$ cat src/hermite_key_interpolator_assert.svh
// assertion macros used by the interpolator top level
`ifndef HERMITE_KEY_INTERPOLATOR_ASSERT_SVH
`define HERMITE_KEY_INTERPOLATOR_ASSERT_SVH
`ifndef SYNTHESIS
`define HKI_ASSERT_IMPLY(label, ante, cons) \
    label: assert property (@(posedge clk) disable iff (!rst_n) (ante) |-> (cons)) \
        else $error("hki check failed");
`define HKI_ASSERT_NEXT(label, ante, cons) \
    label: assert property (@(posedge clk) disable iff (!rst_n) (ante) |=> (cons)) \
        else $error("hki check failed");
`else
`define HKI_ASSERT_IMPLY(label, ante, cons)
`define HKI_ASSERT_NEXT(label, ante, cons)
`endif
`endif

$ cat src/hki_pkg.sv
// shared types, constants and control structs for the hermite key interpolator
package hki_pkg;

    // tangent store
    localparam int TANGENT_SLOTS = 6;
    localparam int COUNT_W       = 3;
    localparam logic [COUNT_W-1:0] SLOTS_FULL = COUNT_W'(TANGENT_SLOTS);

    // data formats
    localparam int DATA_W   = 32;
    localparam int DELTA_W  = 17;
    localparam int FLAGS_W  = 6;
    localparam int LANES    = 3;
    localparam int SQ_W     = 2 * DELTA_W;
    localparam int CUBE_W   = 49;
    localparam int Q48_W    = 51;
    localparam int H_W      = 31;
    localparam int PROD_W   = 2 * DATA_W;

    // input word layout, lowest bit first
    localparam int TANGENT_LSB = 0;
    localparam int START_LSB   = TANGENT_LSB + DATA_W;
    localparam int END_LSB     = START_LSB + LANES * DATA_W;
    localparam int FLAGS_LSB   = END_LSB + LANES * DATA_W;
    localparam int DELTA_LSB   = FLAGS_LSB + FLAGS_W;
    localparam int IN_BITS     = DELTA_LSB + DELTA_W;
    localparam int IN_DATA_W   = ((IN_BITS + 7) / 8) * 8;
    localparam int OUT_DATA_W  = LANES * DATA_W;

    localparam logic [DELTA_W-1:0] DELTA_ONE = DELTA_W'(65536);

    typedef enum logic
    {
        OP_PUSH = 1'b0,
        OP_EVAL = 1'b1
    } op_t;

    typedef enum logic [2:0]
    {
        S_IDLE,
        S_ROUTE,
        S_MUL0,
        S_MUL1,
        S_MUL2,
        S_MUL3,
        S_ACC,
        S_DONE
    } state_t;

    // which term of the blend a lane multiplies
    typedef enum logic [1:0]
    {
        TERM_START,
        TERM_END,
        TERM_IN,
        TERM_OUT
    } term_t;

    typedef logic signed [DATA_W-1:0] coef_t;
    typedef coef_t coef_set_t [4];
    typedef logic [DATA_W-1:0] tang_set_t [TANGENT_SLOTS];

    typedef struct packed
    {
        logic push;
        logic load;
        logic step_en;
        logic [COUNT_W-1:0] step;
        logic clear;
    } route_ctrl_t;

    typedef struct packed
    {
        logic ld_t;
        logic ld_sq;
        logic ld_cube;
        logic ld_h;
    } basis_ctrl_t;

    typedef struct packed
    {
        logic  load;
        logic  mul_en;
        term_t sel;
        logic  acc_clr;
        logic  acc_en;
    } lane_ctrl_t;

endpackage

$ cat src/hki_route.sv
// tangent store and hand-out of stored words to the flagged slots
module hki_route
(
    input  logic                          clk,
    input  logic                          rst_n,
    input  hki_pkg::route_ctrl_t          ctrl,
    input  logic [hki_pkg::DATA_W-1:0]    tangent_word,
    input  logic [hki_pkg::FLAGS_W-1:0]   tangent_flags,
    output hki_pkg::tang_set_t            tang
);

    logic [hki_pkg::DATA_W-1:0]  store_reg [hki_pkg::TANGENT_SLOTS];
    logic [hki_pkg::COUNT_W-1:0] count_reg;
    logic [hki_pkg::COUNT_W-1:0] count_next;
    logic [hki_pkg::COUNT_W-1:0] rd_ptr_reg;
    logic [hki_pkg::COUNT_W-1:0] rd_ptr_next;
    logic [hki_pkg::FLAGS_W-1:0] flags_reg;
    logic [hki_pkg::DATA_W-1:0]  tang_reg [hki_pkg::TANGENT_SLOTS];
    logic                        slot_used;
    logic                        word_avail;

    // current slot takes a word if flagged and a stored word remains, else zero
    assign slot_used  = flags_reg[ctrl.step];
    assign word_avail = rd_ptr_reg < count_reg;

    // fill count and read pointer
    always_comb
    begin
        count_next  = count_reg;
        rd_ptr_next = rd_ptr_reg;
        if (ctrl.push && (count_reg < hki_pkg::SLOTS_FULL))
        begin
            count_next = count_reg + 1'b1;
        end
        if (ctrl.clear)
        begin
            count_next = '0;
        end
        if (ctrl.load)
        begin
            rd_ptr_next = '0;
        end
        else if (ctrl.step_en && slot_used)
        begin
            rd_ptr_next = rd_ptr_reg + 1'b1;
        end
    end

    always_ff @(posedge clk or negedge rst_n)
    begin
        if (!rst_n)
        begin
            count_reg  <= '0;
            rd_ptr_reg <= '0;
        end
        else
        begin
            count_reg  <= count_next;
            rd_ptr_reg <= rd_ptr_next;
        end
    end

    // store write, one word per push while the store is not full
    always_ff @(posedge clk)
    begin
        if (ctrl.push && (count_reg < hki_pkg::SLOTS_FULL))
        begin
            store_reg[count_reg] <= tangent_word;
        end
    end

    // flags latch and one slot per step
    always_ff @(posedge clk)
    begin
        if (ctrl.load)
        begin
            flags_reg <= tangent_flags;
        end
        if (ctrl.step_en)
        begin
            if (slot_used && word_avail)
            begin
                tang_reg[ctrl.step] <= store_reg[rd_ptr_reg];
            end
            else
            begin
                tang_reg[ctrl.step] <= '0;
            end
        end
    end

    assign tang = tang_reg;

endmodule

$ cat config.mk
export PLATFORM = sky130hd
export DESIGN_NAME = hki_route
export DESIGN_NICKNAME = d
export VERILOG_FILES = /design/src/hermite_key_interpolator_assert.svh /design/src/hki_pkg.sv /design/src/hki_route.sv
export SDC_FILE = /design/constraint.sdc
export NUM_CORES = 1
export LEC_CHECK = 0
export ABC_AREA = 1
export BUFFER_PORTS_ARGS = -buffer_cell sky130_fd_sc_hd__buf_2
export CORE_MARGIN = 2
export CORE_UTILIZATION = 45
export DETAILED_ROUTE_END_ITERATION = 8
export SYNTH_ARGS = -nofsm -noshare
export SYNTH_HDL_FRONTEND = slang
export SYNTH_SLANG_ARGS = --single-unit
$ cat constraint.sdc
create_clock -name clk -period 2.7 [get_ports clk]
set_input_delay 0.135 -clock clk [delete_from_list [all_inputs] [get_ports clk]]
set_output_delay 0.135 -clock clk [all_outputs]
set_load 0.02 [all_outputs]
## Word level (Yosys, flattened, before mapping)

Memories as Yosys holds them, arrays and structs flattened.
Cells that the tools add are included.

- Mux-type cells: 12
- Reduce and logical (&&, ||, !) cells: 6
- $lt $le $gt $ge: 5
- $add $sub $neg: 2
- Bitwise gates (word level): 3

Operator list:

| kind | count |
|---|---|
| 192-bit bitwise AND | 1 |
| 192-bit bitwise mux | 1 |
| 192-bit 2-to-1 mux | 1 |
| 192-bit NOT | 1 |
| 32-bit demux with 3-bit select | 1 |
| 32-bit 2-to-1 mux | 1 |
| 3-bit 2-to-1 mux | 4 |
| 3-bit by 1-bit adder with 3-bit output, second input constant | 2 |
| 4-bit greater-or-equal comparator, second input constant | 1 |
| 1-bit logical AND | 4 |
| 3-bit by 4-bit < comparator with 1-bit output, second input constant | 1 |
| 4-bit by 1-bit < comparator with 1-bit output, second input constant | 1 |
| 3-bit NOT with 4-bit output | 1 |
| 2-bit nonzero test | 2 |
| 1-bit binary-select mux with 3-bit select | 1 |
| 3-bit < comparator | 1 |
| 3-bit < comparator, second input constant | 1 |
| 1-bit 2-to-1 mux | 3 |

- RAM bits: 192
- Memories: 1
- Register bits: 204
- Output and inout port bits: 192

Memories:

| name | words | width | rd ports | clocked after Yosys merged registers in | write ports | line | RTL |
|---|---|---|---|---|---|---|---|
| store_reg | 6 | 32 | 1 | 0 | 1 | hki_route.sv:12 | `logic [hki_pkg::DATA_W-1:0] store_reg [hki_pkg::TANGENT_SLOTS];` |

## Depth between registers and ports, before layout

- Word-level depth: 8
- Mapped depth: 13

## Least setup slack after synthesis

OpenSTA, ideal clock, no wires.

- Kind: reg-to-reg
- Start: register count_reg[2] (netlist name)
- End: register tang_reg, in the netlist tang[0] (enable)
- Setup time: 0.387 ns
- Stages on the path, launching flop included: 11
- Required time: 2.313 ns
- Slack: 0.336 ns
- Arrival time: 1.977 ns
- Cells stage by stage: dfrtp_1 inv_1 ha_1 nand2_1 inv_1 a21o_1 nor2_8 buf_4 nand2_1 nand2_1 inv_1

RTL lines:

| item | line | RTL |
|---|---|---|
| end signal, assigned by index | hki_route.sv:83 | `tang_reg[ctrl.step] <= store_reg[rd_ptr_reg];` |
| end, declared | hki_route.sv:18 | `logic [hki_pkg::DATA_W-1:0] tang_reg [hki_pkg::TANGENT_SLOTS];` |

## Final worst setup path

- Start: register count_reg[2] (netlist bit)
- End: register tang_reg, in the netlist tang[37] (data pin)

- Longest elaborated chain between the ends: 3

Ends and longest elaborated chain:

| item | line | RTL |
|---|---|---|
| start, declared | hki_route.sv:13 | `logic [hki_pkg::COUNT_W-1:0] count_reg;` |
| start signal, assigned | hki_route.sv:58 | `count_reg <= count_next;` |
| 3-bit < comparator | hki_route.sv:24 | `assign word_avail = rd_ptr_reg < count_reg;` |
| 1-bit logical AND | hki_route.sv:81 | `if (slot_used && word_avail)` |
| 192-bit 2-to-1 mux | hki_route.sv:81 |  |

No other way between the ends.
A chain may end at the register's enable or synchronous reset.

==> metrics.txt <==
number of diodes added for antenna fixing=0; final number of max-transition violations=0; initial cell density of the core=between 40% and 50%; Critical Path Sink Type=flip-flop; time the worst path needs with I/O delays and setup=between 2 and 2.5 ns; placer's final routability congestion estimate=roughly 0.8; unrepaired setup endpoints after global routing=no; adder and majority gate portion of the synthesized area=0.2668%; simple-gate share of the synthesized area=about a quarter; number of nets in the synthesized netlist=2138; combinational share of power=~17%; count of boundary I/O pins=around 240; Die H=between 200 and 250 microns; min-delay worst type=in -> reg; cell-by-cell trace of the critical path=inv_1 -> ha_1 -> a21o_1 -> a21o_1 -> inv_1 -> nand2_4 -> buf_12 -> nand2_1 -> nand2_1; Crit Reg-Reg Endpoint=tang[37]; Total Wirelength=50520 microns; clock net sink count=396; worst flop-to-flop path startpoint=count_reg[2]; number of hold-slack violations in the final timing report=0; synthesized instance count=2087; final hold slack=0.1993 ns; post-route worst setup slack=roughly 0.22 ns; per-instance average area after synthesis=roughly 9 sq um; worst setup slack after placement=0.4179 ns; Register Area=between 10000 and 15000 sq um; most common cell after layout, fill and taps aside=sky130_fd_sc_hd__nand2_1; count of H-tree levels built during CTS=2; Tcrit/Tclk final=91.85%; synth-to-layout area growth=18.75%; clock tree from TritonCTS=yes; vias in the first global route=between 10000 and 15000; count of filler cells inserted in the layout=3745; Horiz. Die Dim=208.2 microns; Critical Path Source Type=flip-flop; drt wl/cell=about 17 microns; clock tree root driver cell=sky130_fd_sc_hd__clkbuf_16; number of nets still failing antenna checks after routing=0; number of antenna violations at the first check in global routing=0; flop-to-flop setup slack=approximately 0.22 ns; highest achievable clock rate=between 0.4 and 0.5 GHz; Pwr per Cell Area=just over 700 nW/um^2; path type of the worst setup path=reg -> reg; global-route wire length before repair=78530 microns; post-synthesis compound-gate area fraction=1.121%; total routing resource utilization after global routing=a little under a quarter; count of cells along the worst register-to-register path=9; internal power=0.01149 W; CORE AREA=between 40000 and 50000 sq um; # Max-Cap Violations=0; setup clock skew after layout=0.01821 ns; number of warnings reported in the yosys synthesis log=0; number of instances on the worst hold path=6; hold-fix buffers at CTS=45; ratio of cells with drive above 1 in the final layout=14.65%; layer with the highest usage after global routing=met2; maximum clock path buffer count=3; share of synthesized area spent on multiplexers=0%; Resized cells post-CTS=0; total of endpoints with negative setup slack in the final report=0; leak pwr=11.06 nW; drc violations=0; xor/xnor share of the synthesized area=less than 1%; Pre-Repair DR Iteration Count=6; clock slew at the register clock pins of the worst setup and hold paths=approximately 0.060 ns; overall die area=between 40000 and 50000 sq um; headroom to the max-slew limit=around 29%; grt met3 use=under 10%; count of buffering cells on the critical path with inverters included=3; Worst EP arrival=2.79 ns; setup total negative slack=0 ns; Cell variety after synth=21; switching part of the total=about 28%; overall via count from detail_route=between 10000 and 15000; peak per-stage delay on the critical path=about 0.37 ns; post-CTS setup buffers=0; worst voltage drop across the vdd grid=0.3879 mV; count of flip-flops with a built-in enable after synthesis=390; kind of cell adding the most delay to the critical path=buffers and inverters; maximum number of pins on one net before global-route repair=slightly below 200; sequential share of power=between 40% and 50%; sequential element share of the synthesized area=between 60% and 70%; largest family of logic cells by synthesized area=simple AND/OR/NAND/NOR gates; top fanout value on the critical path=between 150 and 200; async set or reset register ratio after synthesis=about 1.5%; area of combinational cells with multiple inputs=about 5100 sq um; result of the run=complete, no violations; Overflow after GRT=0; global-route met1 utilization=about 33%; cell at the slowest stage of the critical path=sky130_fd_sc_hd__dfrtp_1; estimated wirelength of the detail-placed design=30830 microns; transition at the pin with the smallest max-transition slack=~1.1 ns; count of port buffers added during placement=roughly 240; WHS Endpoint=tang[89]; vias per inst=a little under 5; portion of total power attributed to the clock network=about a third; number of nets in the layout=~2400; post-synth design cell area=18760 sq um; number of rows created at floorplan=74; met2 GRT Util=a little over a third; net load switching power=~0.0046 W; required time at the endpoint of the critical path=between 3 and 4 ns; latest clock arrival within the worst-skew pair=between 0.5 and 0.6 ns; number of synthesized register bits=396; most frequent cells in the layout=sky130_fd_sc_hd__nand2_1, sky130_fd_sc_hd__edfxtp_1, sky130_fd_sc_hd__inv_1; cts bufs inserted=43; number of violations reported at the end of detailed-routing iteration 0=1471; primary flip-flop cell chosen by synthesis mapping=sky130_fd_sc_hd__edfxtp_1; critical hold path startpoint=ctrl[1]
tightest hold or removal path: cells and delay by family:
family	cells	cell delay [ns]
buffers and inverters	2	0.19
AND/OR/NAND/NOR	4	0.34
layer usage:
metal	vias to the layer above	share of wire (%)	routed length, microns
met5	-	0	0
met1	6583	44	22450
met3	81	7.3	3690
li1	7056	-	-
met2	551	45	22900
met4	0	2.9	1477
kinds of logic after synthesis:
group	count (synthesis)
AND/OR/NAND/NOR	1181
adder cells (fa/ha/maj)	4
AO/OA/AOI/OAI	41
flip-flops	396
XOR/XNOR	1
buffers and inverters	464
layout make-up:
| cell class | instances | share of cell area, % |
|---|---|---|
| Tap cell | 532 | 2.989 |
| Multi-Input combinational cell | 1227 | 22.81 |
| Clock buffer | 53 | 5.191 |
| Sequential cell | 396 | 53.27 |
| Timing Repair Buffer | 317 | 9.022 |
| Clock inverter | 24 | 0.8033 |
| Inverter | 351 | 5.915 |
cells in the mapped netlist (6+ instances only):
cell type,n,area [sq um]
sky130_fd_sc_hd__buf_4,11,82.58
sky130_fd_sc_hd__nor2_1,140,525.5
sky130_fd_sc_hd__inv_1,344,1291
sky130_fd_sc_hd__o21ai_0,37,185.2
sky130_fd_sc_hd__nand2_1,773,2902
sky130_fd_sc_hd__dfrtp_1,6,150.1
sky130_fd_sc_hd__nand3_1,262,1311
sky130_fd_sc_hd__buf_2,36,180.2
sky130_fd_sc_hd__edfxtp_1,390,11710
sky130_fd_sc_hd__buf_1,16,60.06
sky130_fd_sc_hd__inv_2,7,26.28
sky130_fd_sc_hd__clkbuf_1,49,183.9
power by group through the flow:
stage	combinational (W)	clock [W]	sequential (W)
after CTS	0.00268	0.00576	0.00772
after floorplan	0.00127	0	0.00817
after detailed placement	0.00261	0	0.00784
after global placement	0.00258	0	0.00783
after global routing	0.00297	0.00602	0.00775
final	0.00267	0.00566	0.00771
how the worst max path moves through the flow:
stage,startpoint,end,depth (start not counted)
floorplan,count_reg[2],tang[0],10
finish,count_reg[2],tang[37],9
global route,count_reg[1],tang[173],10
CTS,rd_ptr_reg[2],tang[180],9
global placement,rd_ptr_reg[2],tang[45],9
detailed placement,count_reg[2],tang[173],10
through the flow:
step | power [W] | area [sq um] | cells | utilization (%)
floorplan | 0.009439 | 18760 | 2087 | -
global placement | 0.01041 | 20490 | 2778 | 49.95
detailed placement | 0.01045 | 20490 | 2778 | 49.95
CTS | 0.01616 | 22270 | 2900 | 54.30
global route | 0.01674 | 22270 | 2900 | 54.30
finish | 0.01605 | 22270 | 2900 | 54.30
(Power assumes the default switching activity.)
