[src/hermite_key_interpolator_assert.svh]
// assertion macros used by the interpolator top level
`ifndef HERMITE_KEY_INTERPOLATOR_ASSERT_SVH
`define HERMITE_KEY_INTERPOLATOR_ASSERT_SVH
`ifndef SYNTHESIS
`define HKI_ASSERT_IMPLY(label, ante, cons) \
    label: assert property (@(posedge clk) disable iff (!rst_n) (ante) |-> (cons)) \
        else $error("hki check failed");
`define HKI_ASSERT_NEXT(label, ante, cons) \
    label: assert property (@(posedge clk) disable iff (!rst_n) (ante) |=> (cons)) \
        else $error("hki check failed");
`else
`define HKI_ASSERT_IMPLY(label, ante, cons)
`define HKI_ASSERT_NEXT(label, ante, cons)
`endif
`endif

[src/hki_pkg.sv]
// shared types, constants and control structs for the hermite key interpolator
package hki_pkg;

    // tangent store
    localparam int TANGENT_SLOTS = 6;
    localparam int COUNT_W       = 3;
    localparam logic [COUNT_W-1:0] SLOTS_FULL = COUNT_W'(TANGENT_SLOTS);

    // data formats
    localparam int DATA_W   = 32;
    localparam int DELTA_W  = 17;
    localparam int FLAGS_W  = 6;
    localparam int LANES    = 3;
    localparam int SQ_W     = 2 * DELTA_W;
    localparam int CUBE_W   = 49;
    localparam int Q48_W    = 51;
    localparam int H_W      = 31;
    localparam int PROD_W   = 2 * DATA_W;

    // input word layout, lowest bit first
    localparam int TANGENT_LSB = 0;
    localparam int START_LSB   = TANGENT_LSB + DATA_W;
    localparam int END_LSB     = START_LSB + LANES * DATA_W;
    localparam int FLAGS_LSB   = END_LSB + LANES * DATA_W;
    localparam int DELTA_LSB   = FLAGS_LSB + FLAGS_W;
    localparam int IN_BITS     = DELTA_LSB + DELTA_W;
    localparam int IN_DATA_W   = ((IN_BITS + 7) / 8) * 8;
    localparam int OUT_DATA_W  = LANES * DATA_W;

    localparam logic [DELTA_W-1:0] DELTA_ONE = DELTA_W'(65536);

    typedef enum logic
    {
        OP_PUSH = 1'b0,
        OP_EVAL = 1'b1
    } op_t;

    typedef enum logic [2:0]
    {
        S_IDLE,
        S_ROUTE,
        S_MUL0,
        S_MUL1,
        S_MUL2,
        S_MUL3,
        S_ACC,
        S_DONE
    } state_t;

    // which term of the blend a lane multiplies
    typedef enum logic [1:0]
    {
        TERM_START,
        TERM_END,
        TERM_IN,
        TERM_OUT
    } term_t;

    typedef logic signed [DATA_W-1:0] coef_t;
    typedef coef_t coef_set_t [4];
    typedef logic [DATA_W-1:0] tang_set_t [TANGENT_SLOTS];

    typedef struct packed
    {
        logic push;
        logic load;
        logic step_en;
        logic [COUNT_W-1:0] step;
        logic clear;
    } route_ctrl_t;

    typedef struct packed
    {
        logic ld_t;
        logic ld_sq;
        logic ld_cube;
        logic ld_h;
    } basis_ctrl_t;

    typedef struct packed
    {
        logic  load;
        logic  mul_en;
        term_t sel;
        logic  acc_clr;
        logic  acc_en;
    } lane_ctrl_t;

endpackage

[src/hki_basis.sv]
// hermite basis h1..h4 in q2.30 from the clamped position
module hki_basis
(
    input  logic                          clk,
    input  hki_pkg::basis_ctrl_t          ctrl,
    input  logic [hki_pkg::DELTA_W-1:0]   delta,
    output hki_pkg::coef_set_t            coef
);

    localparam logic [hki_pkg::Q48_W-1:0] ONE_Q48  = hki_pkg::Q48_W'(1) << 48;
    localparam logic [hki_pkg::Q48_W-1:0] HALF_LSB = hki_pkg::Q48_W'(1) << 17;
    localparam logic [hki_pkg::H_W-1:0]   ONE_Q30  = hki_pkg::H_W'(1) << 30;

    logic [hki_pkg::DELTA_W-1:0] t_reg;
    logic [hki_pkg::SQ_W-1:0]    sq_reg;
    logic [hki_pkg::CUBE_W-1:0]  cube_reg;
    logic [hki_pkg::H_W-1:0]     h1_reg;
    logic [hki_pkg::H_W-1:0]     h3_reg;
    logic [hki_pkg::H_W-1:0]     h4_reg;
    logic [hki_pkg::DELTA_W-1:0] t_clamp;
    logic [hki_pkg::Q48_W-1:0]   cube_prod;
    logic [hki_pkg::Q48_W-1:0]   t_w;
    logic [hki_pkg::Q48_W-1:0]   sq_w;
    logic [hki_pkg::Q48_W-1:0]   cube_w;
    logic [hki_pkg::Q48_W-1:0]   h1_v;
    logic [hki_pkg::Q48_W-1:0]   h3_v;
    logic [hki_pkg::Q48_W-1:0]   h4_v;
    logic [hki_pkg::H_W-1:0]     h2_w;

    // position above one is held at one
    assign t_clamp = (delta > hki_pkg::DELTA_ONE) ? hki_pkg::DELTA_ONE : delta;

    assign cube_prod = hki_pkg::Q48_W'(sq_reg) * hki_pkg::Q48_W'(t_reg);

    // basis terms in q3.48, exact but for half an output lsb added to round
    assign t_w    = hki_pkg::Q48_W'(t_reg);
    assign sq_w   = hki_pkg::Q48_W'(sq_reg);
    assign cube_w = hki_pkg::Q48_W'(cube_reg);
    assign h1_v   = (cube_w << 1) + ONE_Q48 - ((sq_w << 16) + (sq_w << 17)) + HALF_LSB;
    assign h3_v   = (t_w << 32) + cube_w - (sq_w << 17) + HALF_LSB;
    assign h4_v   = (sq_w << 16) - cube_w + HALF_LSB;

    // power and basis registers, one step each
    always_ff @(posedge clk)
    begin
        if (ctrl.ld_t)
        begin
            t_reg <= t_clamp;
        end
        if (ctrl.ld_sq)
        begin
            sq_reg <= hki_pkg::SQ_W'(t_reg) * hki_pkg::SQ_W'(t_reg);
        end
        if (ctrl.ld_cube)
        begin
            cube_reg <= cube_prod[hki_pkg::CUBE_W-1:0];
        end
        if (ctrl.ld_h)
        begin
            h1_reg <= h1_v[48:18];
            h3_reg <= h3_v[48:18];
            h4_reg <= h4_v[48:18];
        end
    end

    // h2 completes h1 to exactly one
    assign h2_w = ONE_Q30 - h1_reg;

    assign coef[0] = signed'({1'b0, h1_reg});
    assign coef[1] = signed'({1'b0, h2_w});
    assign coef[2] = signed'({1'b0, h3_reg});
    assign coef[3] = -signed'({1'b0, h4_reg});

endmodule

[config.mk]
export PLATFORM = sky130hd
export DESIGN_NAME = hki_basis
export DESIGN_NICKNAME = d
export VERILOG_FILES = /design/src/hermite_key_interpolator_assert.svh /design/src/hki_pkg.sv /design/src/hki_basis.sv
export SDC_FILE = /design/constraint.sdc
export NUM_CORES = 2
export LEC_CHECK = 0
export BUFFER_PORTS_ARGS = -buffer_cell sky130_fd_sc_hd__buf_2
export CAP_MARGIN = 30
export CORE_MARGIN = 2
export CORE_UTILIZATION = 40
export CTS_CLUSTER_DIAMETER = 40
export DETAILED_ROUTE_END_ITERATION = 7
export PLACE_DENSITY_LB_ADDON = 0.2
export SLEW_MARGIN = 20
export SYNTH_ARGS = -nofsm -noshare
export SYNTH_HDL_FRONTEND = slang
export SYNTH_SLANG_ARGS = --single-unit
[constraint.sdc]
create_clock -name clk -period 7.5 [get_ports clk]
set_clock_uncertainty 0.05 [all_clocks]
set_input_delay 0.375 -clock clk [delete_from_list [all_inputs] [get_ports clk]]
set_output_delay 0.375 -clock clk [all_outputs]
set_load 0.01 [all_outputs]
After elaboration in Yosys (flattened, before gate mapping)

Index checks and enable logic that the tools add are counted.

Add/sub/neg operators: 11
Magnitude comparators: 1
Multiply operators: 2

Operator list:

| cell                     | count |
|---|---|
| $add A49 B18 Y49 const B | 3 |
| $sub A49 B49 Y49         | 3 |
| $add A49 B49 Y49         | 2 |
| $add A49 B49 Y49 const B | 1 |
| $mul A34 B17 Y49         | 1 |
| $mul A17 B17 Y34         | 1 |
| $neg A31 Y32             | 1 |
| $sub A31 B31 Y31 const A | 1 |
| $gt A17 B17 Y1 const B   | 1 |

Output and inout bits: 128
Register bits after elaboration: 193
Logic and storage cells: 20
Bits of input ports: 22

Longest topological paths before layout

Depth after elaboration: 3
Mapped depth: 27
Gate-level depth less buffers: 25

Worst setup path after synthesis

Ideal clock, no wire load.

Path type: register to register
From: register t_reg[6] (netlist bit)
To: register cube_reg[48] (netlist bit), data pin
Setup time: 260 ps
Data required time: 7190 ps
Setup slack: 710 ps
Period minus slack after synthesis: 6790 ps
Data arrival time: 6480 ps
Buffers on the path: 3
Cell stages (with the launch flop): 26
Path through: edfxtp_1 > inv_1 > clkbuf_1 > buf_1 > nor2_1 > fa_1 > inv_1 > fa_1 > fa_1 > inv_1 > fa_1 > fa_1 > inv_1 > fa_1 > inv_1 > ha_1 > clkbuf_1 > o21ai_0 > nor4_1 > a2111oi_0 > a2111oi_1 > o2111ai_1 > a21oi_1 > a211o_1 > a21oi_1 > xnor2_1

Longest elaborated chain between the ends: 1

RTL lines:

| what                   | RTL line        | RTL |
|---|---|---|
| from (decl)            | hki_basis.sv:14 | `logic [hki_pkg::DELTA_W-1:0] t_reg;` |
| from (signal assigned) | hki_basis.sv:48 | `t_reg <= t_clamp;` |
| $mul A34 B17 Y49       | hki_basis.sv:33 | `assign cube_prod = hki_pkg::Q48_W'(sq_reg) * hki_pkg::Q48_W'(t_reg);` |
| via cube_prod, one bit | hki_basis.sv:21 | `logic [hki_pkg::Q48_W-1:0] cube_prod;` |
| to (signal assigned)   | hki_basis.sv:56 | `cube_reg <= cube_prod[hki_pkg::CUBE_W-1:0];` |
| to (decl)              | hki_basis.sv:16 | `logic [hki_pkg::CUBE_W-1:0] cube_reg;` |

The timed path passes the listed nets, and every way through them passes these cells.
A chain may end at the register's enable or synchronous reset.

Final worst setup path

From: register t_reg[10] (netlist bit)
To: register cube_reg[48] (netlist bit), data pin

The elaborated chain is that of the path after synthesis.

==> run metrics <==
XOR/XNOR share of the synthesized area under 10%; R2R cell count 24; vias in the first global route between 30000 and 40000; synthesized instance count 4469; CTS max path bufs 2; HP Class in -> reg; DP Area 43700 um^2; fillers 9891; r2r setup slk 300 ps; Final Util ~44%; initial core utilization 40.5%; final setup fails 0; Via Count slightly above 30000; Synth area leaders fa_1, edfxtp_1, ha_1; WP buf/inv 7; Crit. path cell count 24; All-Layer GR Usage a little under a quarter; vias per cell between 5 and 6; post-route setup TNS 0 ps; I/O Pins 150; max FFs per register 49; Max Clk Rate ~0.14 GHz; Slew HR a little over two fifths; Synth Area in Compound Gates slightly above 8%; initial drt markers roughly 1900; Pre-antenna DRT Iters 5; asr flop ratio synth 0%; CP cell instances buf_12 > nand2_1 > fa_1 > inv_1 > fa_1 > fa_1 > fa_1 > fa_1 > inv_1 > fa_1 > inv_1 > ha_1 > nand2_1 > buf_4 > nor4_1 > a2111oi_4 > a2111oi_1 > buf_4 > o2111ai_1 > a21oi_1 > buf_4 > a211o_1 > a21oi_1 > xnor2_1; #FFs+latches synth ~190; Slew @ Worst Pin approximately 850 ps; latest clock arrival within the worst-skew pair between 500 and 600 ps; critical path required time around 7700 ps; CTS clk-pin slew, worst paths 80 ps; Avg Inst Size Synth 9.08 um^2; global-route wire length before repair 180000 um; Synth cell types 83; DRT Wirelength 114000 um; number of synthesized flops with an enable pin 192; largest net degree at the start of global routing just under 70; CP dominant cell by count fa_1; Synth top area share a little over a third; leading area contributor after synthesis fa_1; Core Rows around 120; Final HPWL DP roughly 95000 um; hold depth 2; Primary FF master, synth edfxtp_1; WS Path Type reg -> reg; Synth Area in Adders approximately 49%; Critical Path Slowest Stage Cell edfxtp_1; residual DRC count 0; Congestion Overflow GR 0; Non-Filler Instances approximately 6000; placed cell count 5985; Die Wd roughly 320 um; RSZ-0062 raised after global routing no; max-slew violations 0; delay-heaviest family, CP adder cells; hold buffers post-CTS 0; WL/cell about 19 um; Max-cap violations 0; share of layout cells above drive strength 1 under 10%; port bufs around 150; Worst R2R End cube_reg[48]; Post-Synthesis Cell Area about 41000 um^2; die height 323 um; Antenna Violating Nets Remaining 0; Area growth syn-to-layout 9.30%; mux share of post-synthesis cell area 0.126%; outcome complete, no violations; YS warnings 0; final hold vios 0; min Tclk post-route just over 7000 ps; crit path capture type register; n_diodes 0; CTS sink count 192; die area between 100000 and 150000 um^2; fin area between 40000 and 50000 um^2; sequential share of the synthesized area between 10% and 20%; hold endpoint t_reg[1]; Placeable Area 100000 um^2; r2r startpoint t_reg[10]; CTS tree done; critical path startpoint category register; crit path DAT around 7400 ps; CTS root buffer clkbuf_16; clock buffer count from CTS 17; Synth Area in Simple Gates 12.9%; fin crit share 95.9%; initial antenna violation count 4; Max FO, Critical Path 27; main combinational cell family by area after synthesis adder cells; Placer Congestion 0.910; Worst Min Path Start delta[1]; slowest stage delay, CP about 740 ps; htree depth 4; Final Net Count a little under 6000
==> metal layers <==
metal	GRT usage, %	wire length, um	vias to the layer above
met5	0	30	-
met4	5.07	2280	4
met3	3.61	7280	137
met2	36.5	51600	890
met1	32.1	52700	15031
li1	-	-	14220
==> worst register-to-register path, cell delays in order (launching register included) <==
cell and delay (ps):
edfxtp_1 740, buf_12 290, nand2_1 100, fa_1 480, inv_1 50, fa_1 500
fa_1 570, fa_1 430, fa_1 490, inv_1 50, fa_1 470, inv_1 40
ha_1 370, nand2_1 120, buf_4 170, nor4_1 500, a2111oi_4 100, a2111oi_1 420
buf_4 200, o2111ai_1 130, a21oi_1 210, buf_4 150, a211o_1 130, a21oi_1 80
xnor2_1 120
==> cell usage in the layout (no fill, tap or decap), types with 8 or more instances in the layout <==
master     netlist  routed
a211oi_1        20      20
a21o_1          82      82
a21oi_1        177     177
a221oi_1         8       8
a31oi_1         15      15
and2_1          52      52
and3_1          20      20
buf_2            0     145
buf_4            5     153
clkbuf_16        0      17
conb_1           2      12
edfxtp_1       192     192
fa_1           709     709
ha_1           440     440
inv_1         1015    1015
nand2_1        548     548
nand2b_1        23      23
nand3_1         41      41
nand4_1         18      18
nor2_1         338     338
nor2b_1         42      42
nor3_1          30      29
nor4_1          15      15
o2111ai_1       10       9
o211ai_1        10      10
o21a_1          20      20
o21ai_0         92      91
o21bai_1        20      20
o31ai_1          9       9
or3_1           10      10
or4_1            8       8
xnor2_1        164     164
xor2_1          67      67
==> area by class of cell <==
type / count / area, um^2 / area share, %
Inverter: 1025 / 3850 / 8.68
Clock inverter: 15 / 163 / 0.367
Timing Repair Buffer: 306 / 2030 / 4.57
Sequential cell: 192 / 5770 / 13.0
Multi-Input combinational cell: 3106 / 30400 / 68.6
Clock buffer: 17 / 425 / 0.959
Tap cell: 1357 / 1700 / 3.83
==> how the worst max path moves through the flow <==
stage | to | startpoint | slack [ps]
after floorplan | cube_reg[48] | t_reg[6] | 710
after global placement | cube_reg[48] | t_reg[11] | -240
after detailed placement | cube_reg[48] | t_reg[5] | -50
after CTS | cube_reg[48] | t_reg[5] | 80
after global routing | cube_reg[48] | t_reg[4] | 4
final | cube_reg[48] | t_reg[10] | 300
==> stage by stage <==
stage	setup slack, ps	hold slack, ps
2_1_floorplan	710	405
3_3_place_gp	-242	638
3_5_place_dp	-45.6	648
4_1_cts	79.5	88.5
5_1_grt	3.52	117
6_report	305	125
==> Yosys cell counts (15+ instances only) <==
| library cell | number |
|---|---|
| a211oi_1 | 20 |
| a21o_1 | 82 |
| a21oi_1 | 177 |
| a31oi_1 | 15 |
| and2_1 | 52 |
| and3_1 | 20 |
| buf_1 | 16 |
| clkbuf_1 | 132 |
| edfxtp_1 | 192 |
| fa_1 | 709 |
| ha_1 | 440 |
| inv_1 | 1015 |
| nand2_1 | 548 |
| nand2b_1 | 23 |
| nand3_1 | 41 |
| nand4_1 | 18 |
| nor2_1 | 338 |
| nor2b_1 | 42 |
| nor3_1 | 30 |
| nor4_1 | 15 |
| o21a_1 | 20 |
| o21ai_0 | 92 |
| o21bai_1 | 20 |
| xnor2_1 | 164 |
| xor2_1 | 67 |
==> cell families after synthesis <==
family	Yosys count
simple gates	1187
buf+inv	1181
fa+ha+maj	1149
compound gates	522
xor+xnor	231
flops	192
mux	5
other cells	2
==> timing repair <==
| action | in CTS | in global routing |
|---|---|---|
| setup endpoints to repair | 1 | 5 |
| gates resized for setup | 1 | 7 |
| pin swaps | 0 | 1 |
| setup buffers | 0 | 1 |
Power is left out: the tool's default activity adds up to more than one toggle a clock period on the data nets, which glitch-free logic cannot reach.
