`src/hermite_key_interpolator_assert.svh`:
```
// assertion macros used by the interpolator top level
`ifndef HERMITE_KEY_INTERPOLATOR_ASSERT_SVH
`define HERMITE_KEY_INTERPOLATOR_ASSERT_SVH
`ifndef SYNTHESIS
`define HKI_ASSERT_IMPLY(label, ante, cons) \
    label: assert property (@(posedge clk) disable iff (!rst_n) (ante) |-> (cons)) \
        else $error("hki check failed");
`define HKI_ASSERT_NEXT(label, ante, cons) \
    label: assert property (@(posedge clk) disable iff (!rst_n) (ante) |=> (cons)) \
        else $error("hki check failed");
`else
`define HKI_ASSERT_IMPLY(label, ante, cons)
`define HKI_ASSERT_NEXT(label, ante, cons)
`endif
`endif

```
`src/hki_pkg.sv`:
```
// shared types, constants and control structs for the hermite key interpolator
package hki_pkg;

    // tangent store
    localparam int TANGENT_SLOTS = 6;
    localparam int COUNT_W       = 3;
    localparam logic [COUNT_W-1:0] SLOTS_FULL = COUNT_W'(TANGENT_SLOTS);

    // data formats
    localparam int DATA_W   = 32;
    localparam int DELTA_W  = 17;
    localparam int FLAGS_W  = 6;
    localparam int LANES    = 3;
    localparam int SQ_W     = 2 * DELTA_W;
    localparam int CUBE_W   = 49;
    localparam int Q48_W    = 51;
    localparam int H_W      = 31;
    localparam int PROD_W   = 2 * DATA_W;

    // input word layout, lowest bit first
    localparam int TANGENT_LSB = 0;
    localparam int START_LSB   = TANGENT_LSB + DATA_W;
    localparam int END_LSB     = START_LSB + LANES * DATA_W;
    localparam int FLAGS_LSB   = END_LSB + LANES * DATA_W;
    localparam int DELTA_LSB   = FLAGS_LSB + FLAGS_W;
    localparam int IN_BITS     = DELTA_LSB + DELTA_W;
    localparam int IN_DATA_W   = ((IN_BITS + 7) / 8) * 8;
    localparam int OUT_DATA_W  = LANES * DATA_W;

    localparam logic [DELTA_W-1:0] DELTA_ONE = DELTA_W'(65536);

    typedef enum logic
    {
        OP_PUSH = 1'b0,
        OP_EVAL = 1'b1
    } op_t;

    typedef enum logic [2:0]
    {
        S_IDLE,
        S_ROUTE,
        S_MUL0,
        S_MUL1,
        S_MUL2,
        S_MUL3,
        S_ACC,
        S_DONE
    } state_t;

    // which term of the blend a lane multiplies
    typedef enum logic [1:0]
    {
        TERM_START,
        TERM_END,
        TERM_IN,
        TERM_OUT
    } term_t;

    typedef logic signed [DATA_W-1:0] coef_t;
    typedef coef_t coef_set_t [4];
    typedef logic [DATA_W-1:0] tang_set_t [TANGENT_SLOTS];

    typedef struct packed
    {
        logic push;
        logic load;
        logic step_en;
        logic [COUNT_W-1:0] step;
        logic clear;
    } route_ctrl_t;

    typedef struct packed
    {
        logic ld_t;
        logic ld_sq;
        logic ld_cube;
        logic ld_h;
    } basis_ctrl_t;

    typedef struct packed
    {
        logic  load;
        logic  mul_en;
        term_t sel;
        logic  acc_clr;
        logic  acc_en;
    } lane_ctrl_t;

endpackage

```
`src/hki_lane.sv`:
```
// one axis: multiply-accumulate of the four blend terms, round and saturate
module hki_lane
(
    input  logic                               clk,
    input  hki_pkg::lane_ctrl_t                ctrl,
    input  logic signed [hki_pkg::DATA_W-1:0]  start_pt,
    input  logic signed [hki_pkg::DATA_W-1:0]  end_pt,
    input  logic signed [hki_pkg::DATA_W-1:0]  in_tan,
    input  logic signed [hki_pkg::DATA_W-1:0]  out_tan,
    input  hki_pkg::coef_set_t                 coef,
    output logic signed [hki_pkg::DATA_W-1:0]  result
);

    localparam logic signed [hki_pkg::PROD_W-1:0] ROUND_HALF =
        hki_pkg::PROD_W'(1) << 29;
    localparam int R_W = hki_pkg::PROD_W - 30;

    logic signed [hki_pkg::DATA_W-1:0] start_reg;
    logic signed [hki_pkg::DATA_W-1:0] end_reg;
    logic signed [hki_pkg::PROD_W-1:0] prod_reg;
    logic signed [hki_pkg::PROD_W-1:0] acc_reg;
    logic signed [hki_pkg::DATA_W-1:0] opnd;
    logic signed [hki_pkg::DATA_W-1:0] cf;
    logic signed [hki_pkg::PROD_W-1:0] rnd;
    logic signed [R_W-1:0]             r;

    // term select
    always_comb
    begin
        case (ctrl.sel)
            hki_pkg::TERM_START:
            begin
                opnd = start_reg;
                cf   = coef[0];
            end
            hki_pkg::TERM_END:
            begin
                opnd = end_reg;
                cf   = coef[1];
            end
            hki_pkg::TERM_IN:
            begin
                opnd = in_tan;
                cf   = coef[2];
            end
            hki_pkg::TERM_OUT:
            begin
                opnd = out_tan;
                cf   = coef[3];
            end
            default:
            begin
                opnd = start_reg;
                cf   = coef[0];
            end
        endcase
    end

    // product then accumulate, one register between
    always_ff @(posedge clk)
    begin
        if (ctrl.load)
        begin
            start_reg <= start_pt;
            end_reg   <= end_pt;
        end
        if (ctrl.mul_en)
        begin
            prod_reg <= hki_pkg::PROD_W'(opnd) * hki_pkg::PROD_W'(cf);
        end
        if (ctrl.acc_clr)
        begin
            acc_reg <= prod_reg;
        end
        else if (ctrl.acc_en)
        begin
            acc_reg <= acc_reg + prod_reg;
        end
    end

    // round to q16.16 (floor after half added) and clip to 32 bits
    assign rnd = acc_reg + ROUND_HALF;
    assign r   = rnd[hki_pkg::PROD_W-1:30];

    always_comb
    begin
        if (r[R_W-1:hki_pkg::DATA_W-1] == '0 || r[R_W-1:hki_pkg::DATA_W-1] == '1)
        begin
            result = r[hki_pkg::DATA_W-1:0];
        end
        else if (r[R_W-1])
        begin
            result = {1'b1, {(hki_pkg::DATA_W-1){1'b0}}};
        end
        else
        begin
            result = {1'b0, {(hki_pkg::DATA_W-1){1'b1}}};
        end
    end

endmodule
```
`config.mk`:
```
export PLATFORM = sky130hd
export DESIGN_NAME = hki_lane
export DESIGN_NICKNAME = d
export VERILOG_FILES = /design/src/hermite_key_interpolator_assert.svh /design/src/hki_pkg.sv /design/src/hki_lane.sv
export SDC_FILE = /design/constraint.sdc
export NUM_CORES = 2
export LEC_CHECK = 0
export ABC_AREA = 1
export BUFFER_PORTS_ARGS = -buffer_cell sky130_fd_sc_hd__clkbuf_2
export CAP_MARGIN = 5
export CORE_UTILIZATION = 65
export DETAILED_ROUTE_END_ITERATION = 6
export GPL_TIMING_DRIVEN = 0
export PLACE_DENSITY_LB_ADDON = 0.1
export SLEW_MARGIN = 40
export SYNTH_ARGS = -nofsm -noshare
export SYNTH_HDL_FRONTEND = slang
export SYNTH_SLANG_ARGS = --single-unit
```
`constraint.sdc`:
```
create_clock -name clk -period 10.9 [get_ports clk]
set_input_delay 1.09 -clock clk [delete_from_list [all_inputs] [get_ports clk]]
set_output_delay 1.09 -clock clk [all_outputs]
set_load 0.005 [all_outputs]
```
## After elaboration in Yosys (flattened, before gate mapping)

Index checks and enable logic that the tools add are counted.
W data, S select, Z words.

- Register bits: 192
- Bits of input ports: 263
- Output and inout bits: 32
- Logic and storage cells: 21

- Add/sub/neg operators: 2
- Multiply operators: 1
- Eq/ne operators: 4
- Mux-type cells: 6
- Reductions and logical operators: 4

Operators by type and width:

| kind | count |
|---|---|
| $pmux W32 S4 | 2 |
| $mux W64 | 2 |
| $add A64 B31 Y64 const B | 1 |
| $add A64 B64 Y64 | 1 |
| $mul A32 B32 Y64 | 1 |
| $mux W32 | 2 |
| $eq A2 B2 Y1 const B | 2 |
| $eq A3 B3 Y1 const B | 1 |
| $logic_not A3 Y1 | 1 |
| $eq A2 B1 Y1 const B | 1 |
| $logic_not A2 Y1 | 1 |
| $reduce_bool A2 Y1 | 1 |
| $logic_or A1 B1 Y1 | 1 |

## Logic depth before layout (Yosys ltp)

- Word-level depth: 4
- Depth in mapped cells: 38
- Mapped depth without buffers: 35

## Least setup slack after synthesis

Ideal clock, no wire load.

- Path type: in2reg
- Start point: in ctrl[3] (netlist name)
- End point: reg prod_reg[48] (netlist name) (data pin)
- Setup time: 0.253 ns
- Arrival: 8.371 ns
- Required time: 10.647 ns
- Slack: 2.276 ns
- Cell stages on the path: 31
- Path buffers: 2
- Cell sequence: inv_2 > nor2_8 > buf_4 > a221oi_2 > nand2_1 > o21ai_2 > buf_4 > nor2_1 > fa_1 > inv_1 > fa_1 > fa_1 > inv_1 > fa_1 > inv_1 > fa_1 > inv_1 > fa_1 > fa_1 > fa_1 > ha_1 > nand2_1 > nor2_1 > inv_1 > nor2_1 > inv_1 > nor2_1 > nand4_1 > or2_2 > nand4_1 > nand2_1

- Cells in the longest elaborated chain, start to end: 3
- Elaborated cells between the ends (all ways): 7
- Those cells by class: mul: 1; eq/ne: 3; mux: 2; reduce/logical: 1

Ends and longest elaborated chain:

| element | line | RTL |
|---|---|---|
| from (decl) | hki_lane.sv:5 | `input hki_pkg::lane_ctrl_t ctrl,` |
| $eq A2 B2 Y1 (tied with other cells) | hki_lane.sv:30 | `case (ctrl.sel)` |
| $pmux W32 S4 | hki_lane.sv:30 |  |
| $mul A32 B32 Y64 * | hki_lane.sv:69 | `prod_reg <= hki_pkg::PROD_W'(opnd) * hki_pkg::PROD_W'(cf);` |
| to (signal assigned) | hki_lane.sv:69 |  |
| to (decl) | hki_lane.sv:20 | `logic signed [hki_pkg::PROD_W-1:0] prod_reg;` |

Every way passes the cells marked *; elsewhere a longest branch is shown, timed or not.
A chain may end at the register's enable or synchronous reset.

## Final worst setup path

- Start point: in ctrl[2] (netlist name)
- End point: reg prod_reg[55] (netlist name) (data pin)

The elaborated chain is that of the path after synthesis.

==> impl_summary.txt <==
----------------------------------------------------
[STA]
  Final setup fails ... 0
  Fin crit period ... 10.59 ns
  Worst-Margin Slew ... 1.022 ns
  Worst hold slack after final layout ... 0.5663 ns
  Setup total negative slack ... 0 ns
  Skew final ... 0.07377 ns
  Period Utilization, post-route ... 97.14%
  Count of final max-slew check failures ... 0
  RSZ-0062 raised after global routing ... false
  Fmax ... 94.44 MHz
  Normalized max-slew margin ... 31.90%
  Endpoints failing hold ... 0

[Clock network]
  Number of buffers inserted for hold repair after clock tree synthesis ... 0
  Number of gates given a new drive strength after cts ... 0
  CTS tree ... yes
  Worst-Skew Late Latency ... 0.59 ns
  Clock Pin Slew Worst Setup and Hold Paths ... 0.10 ns
  Total number of clock tree sinks ... 192
  Clock tree root driver cell ... sky130_fd_sc_hd__clkbuf_16
  H-tree depth ... 4
  Total CTS buffers ... 17
  Maximum clock insertion buffer count ... 2
  Post-CTS Setup Inserts ... 0

[Floorplanning]
  Die X ... 284.9 um
  Io pins ... 295
  Row count ... 103
  Y dimension of the die ... 284.9 um
  Core Area ... 79130 um2
  Initial core utilization ... 65.73%
  Die outline area ... 81150 um2

[Logic synthesis]
  Post-synth top flop ... sky130_fd_sc_hd__edfxtp_1
  Average cell area after synthesis ... 8.019 um2
  Number of enable flip-flop cells after synthesis ... 192
  Share of the synthesized area in the top cell type ... 41.69%
  Leading cell types by total area after synthesis ... sky130_fd_sc_hd__fa_1, sky130_fd_sc_hd__nand2_1, sky130_fd_sc_hd__edfxtp_1
  Count of different cell masters after synthesis ... 48
  Yosys Warn Count ... 0
  Post-synth net total ... 8080
  Number of standard cells after synthesis ... 6486
  Fraction of registers with async set/reset ... 0%
  Synthesized cell area ... 52010 um2
  Number of synthesized register bits ... 192
  Post-synthesis cell type with the largest combined area ... sky130_fd_sc_hd__fa_1
  Sequential share of the synthesized area ... 11.09%

[Final layout]
  Number of standard cells in the layout, taps in and fillers out ... 7897
  # nets final ... 8395
  Area Growth Syn to Fin ... 7.198%
  Share of post-route cells with drive strength above 1 ... 10.46%

[Routing]
  Post-route DRC ... 59
  Vias per Instance ... 6.394
  Wire length reported by the detailed router ... 227100 um
  Number of iterations in the first detailed-routing pass ... 7
  Initial drt markers ... 7989
  Average detailed-routed wire length per instance ... 28.76 um
  Antenna violation net count after detailed routing ... 0
  Via count ... 50491

[Place]
  Number of cells in the design after placement ... 7832
  Post-DP HPWL ... 182200 um
  Final Wtd Congestion ... 1.137
  Port-buffer cells ... 294

[Critical path]
  Critical-path maximum fanout ... 10
  Endpoint required time on the critical path ... 11.21 ns
  Highest cell delay on the worst timing path ... 0.91 ns
  Startpoint kind of the worst setup timing path ... primary input
  Source of the critical timing path ... ctrl[2]
  Worst-path cell with the longest stage delay ... sky130_fd_sc_hd__fa_1
  Worst Setup Path Type ... primary input to flop
  Worst Path Arrival ... 10.89 ns
  Most used cell, CP ... sky130_fd_sc_hd__fa_1
  Reg2Reg Launch Point ... start_reg[31]
  Critical Path Sink Type ... flop

[Global route]
  GRT Overall Usage ... 58.07%
  Global-route wire length before repair ... 331300 um
  Number of global-route vias before repair ... 51091
  Maximum number of pins on one net before global-route repair ... 65
  Antenna violations before repair ... 30
  Total congestion overflow ... 0

[Flow run]
  Number of max-capacitance violations reported ... 0

[Status]
  Violated checks ... design-rule violations
  Run status ... finished with violations

[Min path]
  Worst Min Path Start ... prod_reg[25]
  Type of the most critical hold path ... flop to flop

----------------------------------------------------
## final timing paths
| path | slack, ns | cells past startpoint | to |
|---|---|---|---|
| setup / recovery | 0.31 | 31 | prod_reg[55] |
| hold / removal | 0.57 | 2 | acc_reg[25] |
| setup reg to reg | 1.62 | 27 | prod_reg[55] |
| hold reg to reg | 0.57 | 2 | acc_reg[25] |
## worst max-delay path, delay by kind of cell
kind / cells / cell delay [ns]
buffers and inverters: 11 / 2.19
adders and majority gates: 9 / 5.21
AOI/OAI and AO/OA: 1 / 0.67
and+or+nand+nor: 10 / 1.69
## layout by cell type, fill, tap and decap left out, drive strengths merged, types with 24 or more instances in the layout
cell	n
a21oi	143
a221oi	50
buf	189
clkbuf	320
diode	33
edfxtp	192
fa	1083
ha	248
inv	1485
nand2	1699
nand3	203
nand4	48
nor2	797
o21ai	134
or2	24
xnor2	28
xor2	59
## cells by family (layout without fill, tap and decap cells)
family / Yosys count / after routing / synth area share, %
AND/OR/NAND/NOR: 2834 / 2834 / 21.91
buffers and inverters: 1672 / 2000 / 13.19
adder cells (fa/ha/maj): 1331 / 1331 / 47.65
AO/OA/AOI/OAI: 370 / 370 / 4.694
flip-flops: 192 / 192 / 11.09
XOR/XNOR: 87 / 87 / 1.465
other: 0 / 33 / 0
## layer usage
| layer | share of wire [%] | wire (um) | global-route usage (%) | vias up |
|---|---|---|---|---|
| li1 | - | - | - | 19897 |
| met1 | 32 | 73270 | 67.59 | 23945 |
| met2 | 39 | 88750 | 77.81 | 4989 |
| met3 | 18 | 41130 | 33.81 | 1632 |
| met4 | 10 | 23240 | 43.68 | 28 |
| met5 | 0.31 | 698 | 6.802 | - |
## cells in the mapped netlist (12+ instances only)
library cell and number:
sky130_fd_sc_hd__inv_2 52, sky130_fd_sc_hd__a21oi_1 143, sky130_fd_sc_hd__inv_1 1419, sky130_fd_sc_hd__nand4_1 48, sky130_fd_sc_hd__nand2_1 1695, sky130_fd_sc_hd__nor2_2 35
sky130_fd_sc_hd__edfxtp_1 192, sky130_fd_sc_hd__ha_1 248, sky130_fd_sc_hd__o21bai_1 13, sky130_fd_sc_hd__o21ai_0 84, sky130_fd_sc_hd__or2_2 24, sky130_fd_sc_hd__a221oi_2 17
sky130_fd_sc_hd__xnor2_1 28, sky130_fd_sc_hd__fa_1 1083, sky130_fd_sc_hd__xor2_1 59, sky130_fd_sc_hd__buf_4 36, sky130_fd_sc_hd__nor3_1 21, sky130_fd_sc_hd__nor2_1 755
sky130_fd_sc_hd__o21ai_2 42, sky130_fd_sc_hd__nand3_1 203, sky130_fd_sc_hd__buf_2 105, sky130_fd_sc_hd__a221oi_1 33, sky130_fd_sc_hd__nor4_1 13, sky130_fd_sc_hd__buf_6 41
sky130_fd_sc_hd__nand3b_1 12
## per-stage QoR
stage                     cell area (um2)  utilization [%]  worst slack, ns
after floorplan                     52010                -            2.276
after global placement              54790            69.25           0.4616
after detailed placement            54950            69.45          0.09106
after CTS                           55610            70.27           0.6290
after global routing                55700            70.39           0.1669
final                               55750            70.46           0.3112
## final cells by class
cell class	count	area, um2
sequential	192	5766
clock inverter	15	227.7
inverter	1476	5552
timing repair buffer	296	1536
antenna	33	82.58
fill	6272	23380
buffer	196	1314
tap	1050	1314
multi-input combinational	4622	39540
clock buffer	17	425.4
Power is not shown: default switching activity piles up to over one toggle a cycle in this logic, so the estimate is an artifact.
